`src/sv/ipsd_pkg.sv`:
```
package ipsd_pkg;

    // Field widths
    localparam int ELEM_W    = 16;
    localparam int PROD_W    = 2 * ELEM_W;
    localparam int ACC_W     = 40;
    localparam int NORM_W    = 39;
    localparam int FRAC_W    = 16;
    localparam int DIST_W    = 19;

    // Stream packing
    localparam int S_TDATA_W = 112;   // 2 x 16 + 2 x 39 = 110, padded to bytes
    localparam int M_TDATA_W = 24;    // 19-bit distance, padded to bytes
    localparam int M_TUSER_W = 2;

    // Divider: magnitude of the dot sum shifted up by the fraction bits
    localparam int DIV_W     = ACC_W + FRAC_W;
    localparam int DIV_CNT_W = $clog2(DIV_W);
    localparam int REM_W     = NORM_W + 1;
    localparam int SUB_W     = REM_W + 1;

    // Norm terms, their product and the square root
    localparam int TERM_W    = FRAC_W + 1;
    localparam int SQ_W      = 2 * TERM_W - 1;
    localparam int SR_W      = SQ_W + 1;

    // Final sum before saturation
    localparam int WIDE_W    = DIV_W + 3;

    localparam logic [TERM_W-1:0] ONE_Q16 = TERM_W'(65536);
    localparam logic signed [WIDE_W-1:0] DIST_MAX = WIDE_W'(131072);
    localparam logic signed [WIDE_W-1:0] DIST_MIN = -WIDE_W'(131072);
    localparam logic [DIST_W-1:0] DIST_POS_CODE = DIST_W'(131072);
    localparam logic [DIST_W-1:0] DIST_NEG_CODE = DIST_W'(393216);

    // Positions in m_tuser
    localparam int USER_BAD_NORM  = 0;
    localparam int USER_SATURATED = 1;

endpackage

```
`src/sv/inner_product_search_distance_core.sv`:
```
// Inner product to distance transform for maximum inner product search.
//
// Input stream (s_t*): one request per vector element pair. s_tdata carries
// elem_a, elem_b, norm_a and norm_b; s_tlast marks the final pair. Products of
// the elements are summed exactly in a 40-bit accumulator. Non-final requests
// are taken one per cycle while the block is idle.
// On the final request the block computes
//   1 - dot/norm_scale - sqrt((1 - norm_a/norm_scale)(1 - norm_b/norm_scale))
// and sends one request on m_t* with the Q2.16 distance in m_tdata and the
// bad_norm and saturated flags in m_tuser. Three 56-step restoring divisions
// (a norm above norm_scale skips its division) and a 17-step square root share
// one compare/subtract unit; the one multiply has its own multiplier.
// After the final request s_tready is low and rises again once the result is
// in the output register. A stalled receiver holds the result there while the
// next vector streams in; a second result waits in the sequencer until the
// first is taken.
// cfg_* writes norm_scale (always ready); write it only while idle.
// Reset (rst_n low, asynchronous) clears the accumulator and sets norm_scale
// to 1. A norm_scale of zero acts as one.
module inner_product_search_distance_core
    import ipsd_pkg::*;
(
    input  logic                 clk,
    input  logic                 rst_n,
    // configuration
    input  logic                 cfg_valid,
    output logic                 cfg_ready,
    input  logic [NORM_W-1:0]    cfg_data,      // norm_scale
    // element stream
    input  logic                 s_tvalid,
    output logic                 s_tready,
    input  logic [S_TDATA_W-1:0] s_tdata,       // elem_a, elem_b, norm_a, norm_b
    input  logic                 s_tlast,       // last_elem
    // result stream
    output logic                 m_tvalid,
    input  logic                 m_tready,
    output logic [M_TDATA_W-1:0] m_tdata,       // distance
    output logic [M_TUSER_W-1:0] m_tuser        // bad_norm, saturated
);

    typedef enum logic [2:0] {
        S_IDLE,
        S_LOAD,
        S_DIV,
        S_MUL,
        S_SQRT,
        S_FIN,
        S_OUT
    } state_t;

    typedef enum logic [1:0] {
        PH_DOT,
        PH_A,
        PH_B
    } phase_t;

    state_t state_reg;
    phase_t phase_reg;

    logic [NORM_W-1:0]          norm_scale_reg;
    logic signed [ACC_W-1:0]    acc_reg;
    logic                       bad_reg;
    logic                       m_tvalid_reg;
    logic [DIST_W-1:0]          dist_out_reg;
    logic                       bad_out_reg;
    logic                       sat_out_reg;

    // Datapath registers
    logic signed [ACC_W-1:0]    dot_reg;
    logic [NORM_W-1:0]          norm_a_reg;
    logic [NORM_W-1:0]          norm_b_reg;
    logic [DIV_W-1:0]           div_q_reg;
    logic [REM_W-1:0]           div_r_reg;
    logic [DIV_CNT_W-1:0]       div_cnt_reg;
    logic [DIV_W-1:0]           dq_reg;
    logic                       drem_nz_reg;
    logic [TERM_W-1:0]          ta_reg;
    logic [TERM_W-1:0]          tb_reg;
    logic [SQ_W-1:0]            sx_reg;
    logic [SR_W-1:0]            sr_reg;
    logic [SQ_W-1:0]            sbit_reg;
    logic signed [WIDE_W-1:0]   d_reg;

    logic signed [ELEM_W-1:0]   elem_a;
    logic signed [ELEM_W-1:0]   elem_b;
    logic signed [PROD_W-1:0]   elem_prod;
    logic signed [ACC_W-1:0]    acc_sum;
    logic                       s_accept;
    logic [NORM_W-1:0]          den;
    logic [ACC_W-1:0]           dot_mag;

    logic [REM_W-1:0]           div_shift;
    logic [REM_W-1:0]           div_r_next;
    logic [DIV_W-1:0]           div_quot;
    logic [SR_W-1:0]            sq_trial;
    logic [SUB_W-1:0]           sub_a;
    logic [SUB_W-1:0]           sub_b;
    logic [SUB_W-1:0]           sub_diff;
    logic                       sub_ge;
    logic [SQ_W-1:0]            mul_next;
    logic [DIV_W:0]             q_mag;
    logic signed [WIDE_W-1:0]   q_signed;
    logic signed [WIDE_W-1:0]   d_next;
    logic                       out_free;

    // Input unpacking and element product
    assign elem_a    = s_tdata[ELEM_W-1:0];
    assign elem_b    = s_tdata[2*ELEM_W-1:ELEM_W];
    assign elem_prod = elem_a * elem_b;
    assign acc_sum   = acc_reg + ACC_W'(elem_prod);
    assign s_accept  = s_tvalid && s_tready;

    assign s_tready  = (state_reg == S_IDLE);
    assign cfg_ready = 1'b1;
    assign den       = (norm_scale_reg == '0) ? NORM_W'(1) : norm_scale_reg;
    assign dot_mag   = dot_reg[ACC_W-1] ? ACC_W'(-dot_reg) : ACC_W'(dot_reg);
    assign out_free  = !m_tvalid_reg || m_tready;

    // Shared compare/subtract unit
    assign div_shift = {div_r_reg[REM_W-2:0], div_q_reg[DIV_W-1]};
    assign sq_trial  = sr_reg + SR_W'(sbit_reg);

    always_comb
    begin
        unique case (state_reg)
            S_DIV:
            begin
                sub_a = SUB_W'(div_shift);
                sub_b = SUB_W'(den);
            end
            S_SQRT:
            begin
                sub_a = SUB_W'(sx_reg);
                sub_b = SUB_W'(sq_trial);
            end
            default:
            begin
                sub_a = '0;
                sub_b = '0;
            end
        endcase
    end

    assign sub_diff   = sub_a - sub_b;
    assign sub_ge     = !sub_diff[SUB_W-1];
    assign div_r_next = sub_ge ? sub_diff[REM_W-1:0] : div_shift;
    assign div_quot   = {div_q_reg[DIV_W-2:0], sub_ge};

    // Norm term product, full 33 bits (1.0 times 1.0 needs the top bit)
    assign mul_next = SQ_W'(ta_reg) * SQ_W'(tb_reg);

    // Final sum: 1 - q - s, with q rounded toward minus infinity
    assign q_mag    = (DIV_W+1)'(dq_reg) + (DIV_W+1)'(dot_reg[ACC_W-1] && drem_nz_reg);
    assign q_signed = dot_reg[ACC_W-1] ? -WIDE_W'(q_mag) : WIDE_W'(q_mag);
    assign d_next   = WIDE_W'(ONE_Q16) - q_signed - WIDE_W'(sr_reg[TERM_W-1:0]);

    // Sequencer, control state and output register
    always_ff @(posedge clk or negedge rst_n)
    begin
        if (!rst_n)
        begin
            state_reg      <= S_IDLE;
            phase_reg      <= PH_DOT;
            norm_scale_reg <= NORM_W'(1);
            acc_reg        <= '0;
            bad_reg        <= 1'b0;
            m_tvalid_reg   <= 1'b0;
            dist_out_reg   <= '0;
            bad_out_reg    <= 1'b0;
            sat_out_reg    <= 1'b0;
        end
        else
        begin
            if (cfg_valid && cfg_ready)
            begin
                norm_scale_reg <= cfg_data;
            end

            // Result taken; in S_OUT the next one is loaded below instead
            if (m_tvalid_reg && m_tready && state_reg != S_OUT)
            begin
                m_tvalid_reg <= 1'b0;
            end

            unique case (state_reg)
                S_IDLE:
                begin
                    if (s_accept)
                    begin
                        if (s_tlast)
                        begin
                            acc_reg   <= '0;
                            bad_reg   <= 1'b0;
                            phase_reg <= PH_DOT;
                            state_reg <= S_LOAD;
                        end
                        else
                        begin
                            acc_reg <= acc_sum;
                        end
                    end
                end

                // Start a division, or clamp a norm term that is out of range
                S_LOAD:
                begin
                    unique case (phase_reg)
                        PH_DOT:
                        begin
                            state_reg <= S_DIV;
                        end
                        PH_A:
                        begin
                            if (norm_a_reg > den)
                            begin
                                bad_reg   <= 1'b1;
                                phase_reg <= PH_B;
                            end
                            else
                            begin
                                state_reg <= S_DIV;
                            end
                        end
                        PH_B:
                        begin
                            if (norm_b_reg > den)
                            begin
                                bad_reg   <= 1'b1;
                                state_reg <= S_MUL;
                            end
                            else
                            begin
                                state_reg <= S_DIV;
                            end
                        end
                        default:
                        begin
                            state_reg <= S_IDLE;
                        end
                    endcase
                end

                S_DIV:
                begin
                    if (div_cnt_reg == DIV_CNT_W'(DIV_W - 1))
                    begin
                        unique case (phase_reg)
                            PH_DOT:
                            begin
                                phase_reg <= PH_A;
                                state_reg <= S_LOAD;
                            end
                            PH_A:
                            begin
                                phase_reg <= PH_B;
                                state_reg <= S_LOAD;
                            end
                            default:
                            begin
                                state_reg <= S_MUL;
                            end
                        endcase
                    end
                end

                S_MUL:
                begin
                    state_reg <= S_SQRT;
                end

                S_SQRT:
                begin
                    if (sbit_reg[0])
                    begin
                        state_reg <= S_FIN;
                    end
                end

                S_FIN:
                begin
                    state_reg <= S_OUT;
                end

                // Saturate and load the output register once it is free
                S_OUT:
                begin
                    if (out_free)
                    begin
                        m_tvalid_reg <= 1'b1;
                        bad_out_reg  <= bad_reg;
                        state_reg    <= S_IDLE;
                        priority if (d_reg > DIST_MAX)
                        begin
                            dist_out_reg <= DIST_POS_CODE;
                            sat_out_reg  <= 1'b1;
                        end
                        else if (d_reg < DIST_MIN)
                        begin
                            dist_out_reg <= DIST_NEG_CODE;
                            sat_out_reg  <= 1'b1;
                        end
                        else
                        begin
                            dist_out_reg <= d_reg[DIST_W-1:0];
                            sat_out_reg  <= 1'b0;
                        end
                    end
                end

                default:
                begin
                    state_reg <= S_IDLE;
                end
            endcase
        end
    end

    // Datapath registers
    always_ff @(posedge clk)
    begin
        unique case (state_reg)
            S_IDLE:
            begin
                if (s_accept && s_tlast)
                begin
                    dot_reg    <= acc_sum;
                    norm_a_reg <= s_tdata[2*ELEM_W+NORM_W-1:2*ELEM_W];
                    norm_b_reg <= s_tdata[2*ELEM_W+2*NORM_W-1:2*ELEM_W+NORM_W];
                    ta_reg     <= '0;
                    tb_reg     <= '0;
                end
            end

            S_LOAD:
            begin
                div_r_reg   <= '0;
                div_cnt_reg <= '0;
                unique case (phase_reg)
                    PH_DOT:  div_q_reg <= {dot_mag, FRAC_W'(0)};
                    PH_A:    div_q_reg <= DIV_W'({norm_a_reg, FRAC_W'(0)});
                    PH_B:    div_q_reg <= DIV_W'({norm_b_reg, FRAC_W'(0)});
                    default: div_q_reg <= '0;
                endcase
            end

            // One quotient bit per cycle
            S_DIV:
            begin
                div_q_reg   <= div_quot;
                div_r_reg   <= div_r_next;
                div_cnt_reg <= div_cnt_reg + DIV_CNT_W'(1);
                if (div_cnt_reg == DIV_CNT_W'(DIV_W - 1))
                begin
                    unique case (phase_reg)
                        PH_DOT:
                        begin
                            dq_reg      <= div_quot;
                            drem_nz_reg <= (div_r_next != '0);
                        end
                        PH_A:    ta_reg <= ONE_Q16 - div_quot[TERM_W-1:0];
                        default: tb_reg <= ONE_Q16 - div_quot[TERM_W-1:0];
                    endcase
                end
            end

            S_MUL:
            begin
                sx_reg   <= mul_next;
                sr_reg   <= '0;
                sbit_reg <= {1'b1, (SQ_W-1)'(0)};
            end

            // One root bit per cycle
            S_SQRT:
            begin
                sbit_reg <= sbit_reg >> 2;
                if (sub_ge)
                begin
                    sx_reg <= sub_diff[SQ_W-1:0];
                    sr_reg <= (sr_reg >> 1) + SR_W'(sbit_reg);
                end
                else
                begin
                    sr_reg <= sr_reg >> 1;
                end
            end

            S_FIN:
            begin
                d_reg <= d_next;
            end

            default:
            begin
            end
        endcase
    end

    assign m_tvalid = m_tvalid_reg;
    assign m_tdata  = M_TDATA_W'(dist_out_reg);
    assign m_tuser  = {sat_out_reg, bad_out_reg};

endmodule

```
`config.mk`:
```
export PLATFORM = sky130hd
export DESIGN_NAME = inner_product_search_distance_core
export DESIGN_NICKNAME = d
export VERILOG_FILES = /design/src/sv/ipsd_pkg.sv /design/src/sv/inner_product_search_distance_core.sv
export SDC_FILE = /design/constraint.sdc
export NUM_CORES = 2
export LEC_CHECK = 0
export BUFFER_PORTS_ARGS = -buffer_cell sky130_fd_sc_hd__buf_2
export CORE_AREA = 2 2 294 296
export CTS_CLUSTER_DIAMETER = 200
export DETAILED_ROUTE_END_ITERATION = 16
export DIE_AREA = 0 0 296 298
export PLACE_DENSITY = 0.92
export SLEW_MARGIN = 20
export SYNTH_ARGS = -nofsm -noshare
export SYNTH_HDL_FRONTEND = slang
export SYNTH_SLANG_ARGS = --single-unit
export TNS_END_PERCENT = 1
```
`constraint.sdc`:
```
create_clock -name clk -period 18.15 [get_ports clk]
set_input_delay 0.9075 -clock clk [delete_from_list [all_inputs] [get_ports clk]]
set_output_delay 0.9075 -clock clk [all_outputs]
set_load 0.1 [all_outputs]
```
==> results by group <==
STA
  – Post-route setup TNS: 0 ps
  – Skew final: 34.4 ps
  – Relative slew slack: 0.297
  – Least-Margin Pin Slew: 1050 ps
  – RSZ-0062 raised after global routing: false
  – Fmax: about 120 MHz
  – Pins Over Slew Limit: 0
  – Min cycle time layout: 8200 ps
  – Fin crit share: 0.452
  – Fin. Hold Viols: 0
  – # setup viols final: 0

Placed design
  – DP Area: 58,100 sq um
  – Port Buf Inserts: 177
  – Hpwl dp: about 120,000 microns
  – RePlAce Congestion: 0.990

Final layout
  – NumNets Final: between 7k and 8k
  – Most frequent cells in the layout: inv_1 (833), nand2_1 (688), fa_1 (554), ha_1 (456), edfxtp_1 (453)
  – Final core utilization: 0.707
  – Max FFs per register: 59
  – Register area: 16,300 sq um
  – Commonest non-fill, non-tap cell in the layout: inv_1
  – Multi-input logic area: 36,100 sq um
  – Area grow syn2layout: 6.38%
  – Fillers: 5,812
  – Fin area: 60,000 sq um
  – Layout cells sized above 1: 0.0655

Setup path
  – Crit Path Max Fanout: 9
  – Worst path bufs/invs: 0
  – Reg2reg start: dot_reg[39]
  – Critical Path Source: dot_reg[39]
  – Critical Path Max Stage Delay: 870 ps
  – WP depth: 26
  – Most used cell, CP: a21oi_1
  – Kind of critical path: reg -> reg
  – Worst endpoint required time: 18,520 ps
  – CP top delay family: simple AND/OR/NAND/NOR gates
  – Critical Path AT: around 8600 ps
  – Crit path max-delay cell type: o41ai_1
  – Startpoint type of the worst setup path: flop
  – Crit. End Element: flop
  – R2R setup slack: 9950 ps
  – Worst R2R Path Depth: 26
  – CP Capture Point: d_reg[56]
  – Reg2reg end: d_reg[56]

Yosys
  – Top area cells in the synthesized netlist: edfxtp_1 (24%), fa_1 (20%), ha_1 (10%)
  – Synth warn: 0
  – Synth Area in Simple Gates: 0.150
  – Prevailing post-synth register cell: edfxtp_1
  – Post-Synth Adder-Cell Area: 0.298
  – Post-synth top area cell: edfxtp_1
  – Main combinational cell family by area after synthesis: adder cells
  – Synth Register Bits: 560
  – Mux cell area share after synthesis: 0.00171
  – Share of the synthesized area in the top cell type: 0.241
  – Compound-Gate Fraction of Synth Area: 0.128
  – Register area share after synthesis: 0.289
  – Number of enable flip-flop cells after synthesis: 453
  – Async SR Flop Fraction: 0.191
  – Syn avg cell area: 9.62 sq um
  – Synth cell types: 98
  – Area share of xor/xnor cells in the synthesized design: 0.0607
  – Synth Cell Area: 56,400 sq um
  – Syn Inst Count: 5,860

Clocking
  – Clock sinks: 560
  – Hold_buf cts: 0
  – Reg clk slew, reported paths: 60 ps
  – TritonCTS Buffers: 57
  – Worst-Skew Late Latency: 640 ps
  – Root Driver: clkbuf_16
  – Maximum clock path buffer count: 3
  – TritonCTS clock tree: done
  – CTS resizes: 0
  – Post-CTS setup buffer count: 0
  – Max H-tree Level: 2

Drt
  – Vias/cell: 6.46
  – First drt pass iteration count: 10
  – Detail Route Antenna Nets: 0
  – WL final: between 150,000 and 200,000 microns
  – # DRC: 0
  – Via count: 45.8k
  – Initial DRC count: 6,187
  – Drt wl/cell: 22.0 microns

GRT
  – Vias in the first global route: 46.1k
  – Largest net degree at the start of global routing: 90
  – First-pass GRT wire length: 248,000 microns
  – Gr ovfl total: 0
  – GRT Total Usage: 0.358
  – Initial antenna violation count: 6

Floorplanning
  – Die width: 296 microns
  – Die Area: roughly 90,000 sq um
  – Core ar.: between 80,000 and 90,000 sq um
  – Std cell rows: 107
  – Starting Density: 0.664
  – Die Height: 298 microns
  – Num ports: 186

Outcome
  – Status: completed

Hold path
  – Worst hold path class: in -> async

Job
  – Max_cap viols: 0
==> metrics by stage <==
stage               worst slack [ps]  std cells  hold WS [ps]
finish                          9950       7086           403
global route                    9510       7085           433
CTS                            10170       7084           408
detailed placement             10000       6978           436
global placement               10310       6978           434
floorplan                      10260       5864           426
==> synth_stat cells, drive strengths merged, types with 40 or more instances <==
master  instances
a21o          106
nor4           56
xnor2         245
nor2          266
a21oi         255
nand2         690
o21ai         246
ha            456
a31oi          54
edfxtp        453
inv           834
nand2b         46
fa            555
clkbuf        198
dfrtp         106
nor3           79
and3           70
nand3          90
buf            42
xor2          146
a22o           82
nand4          72
a211oi         40
and2          240
==> logic make-up after synthesis <==
logic type	after synthesis
AO/OA/AOI/OAI	1079
XOR/XNOR	391
adder cells (fa/ha/maj)	1011
buffers and inverters	1075
flip-flops	560
multiplexers	9
other	2
AND/OR/NAND/NOR	1733
==> metal layers <==
| metal | part of all wire | track usage | wire length (microns) | up-vias |
|---|---|---|---|---|
| met3 | 0.13 | 0.0862 | 20300 | 665 |
| met4 | 0.063 | 0.188 | 9770 | 4 |
| met5 | 0.00018 | 0 | 28 | - |
| li1 | - | - | - | 19916 |
| met2 | 0.44 | 0.543 | 68800 | 3259 |
| met1 | 0.37 | 0.479 | 57000 | 21918 |
==> worst register-to-register path, delay by kind of cell (launching register included) <==
kind | cells | cell delay (ps)
compound gates | 7 | 2080
xor+xnor | 3 | 470
fa+ha+maj | 3 | 1050
flops | 1 | 400
simple gates | 13 | 3920
==> how the worst min path moves through the flow <==
stage                  startpoint               end  slack (ps)  depth (start not counted)
finish                      rst_n  dist_out_reg[17]         400                          1
global placement    div_q_reg[42]        dq_reg[43]         430                          0
global route          s_tdata[64]    norm_a_reg[32]         430                          1
CTS                         rst_n  dist_out_reg[17]         410                          1
floorplan           div_q_reg[16]        dq_reg[17]         430                          0
detailed placement  div_q_reg[45]        dq_reg[46]         440                          0
==> final cells by class <==
class / count / area share
Antenna cell: 2 / 0.0000834
Timing Repair Buffer: 210 / 0.0189
Multi-Input combinational cell: 4229 / 0.602
Tap cell: 1144 / 0.0239
Sequential cell: 560 / 0.271
Clock inverter: 32 / 0.00553
Inverter: 835 / 0.0522
Clock buffer: 74 / 0.0264
Power is left out: the tool's default activity adds up to more than one toggle a clock period on the data nets, which glitch-free logic cannot reach.
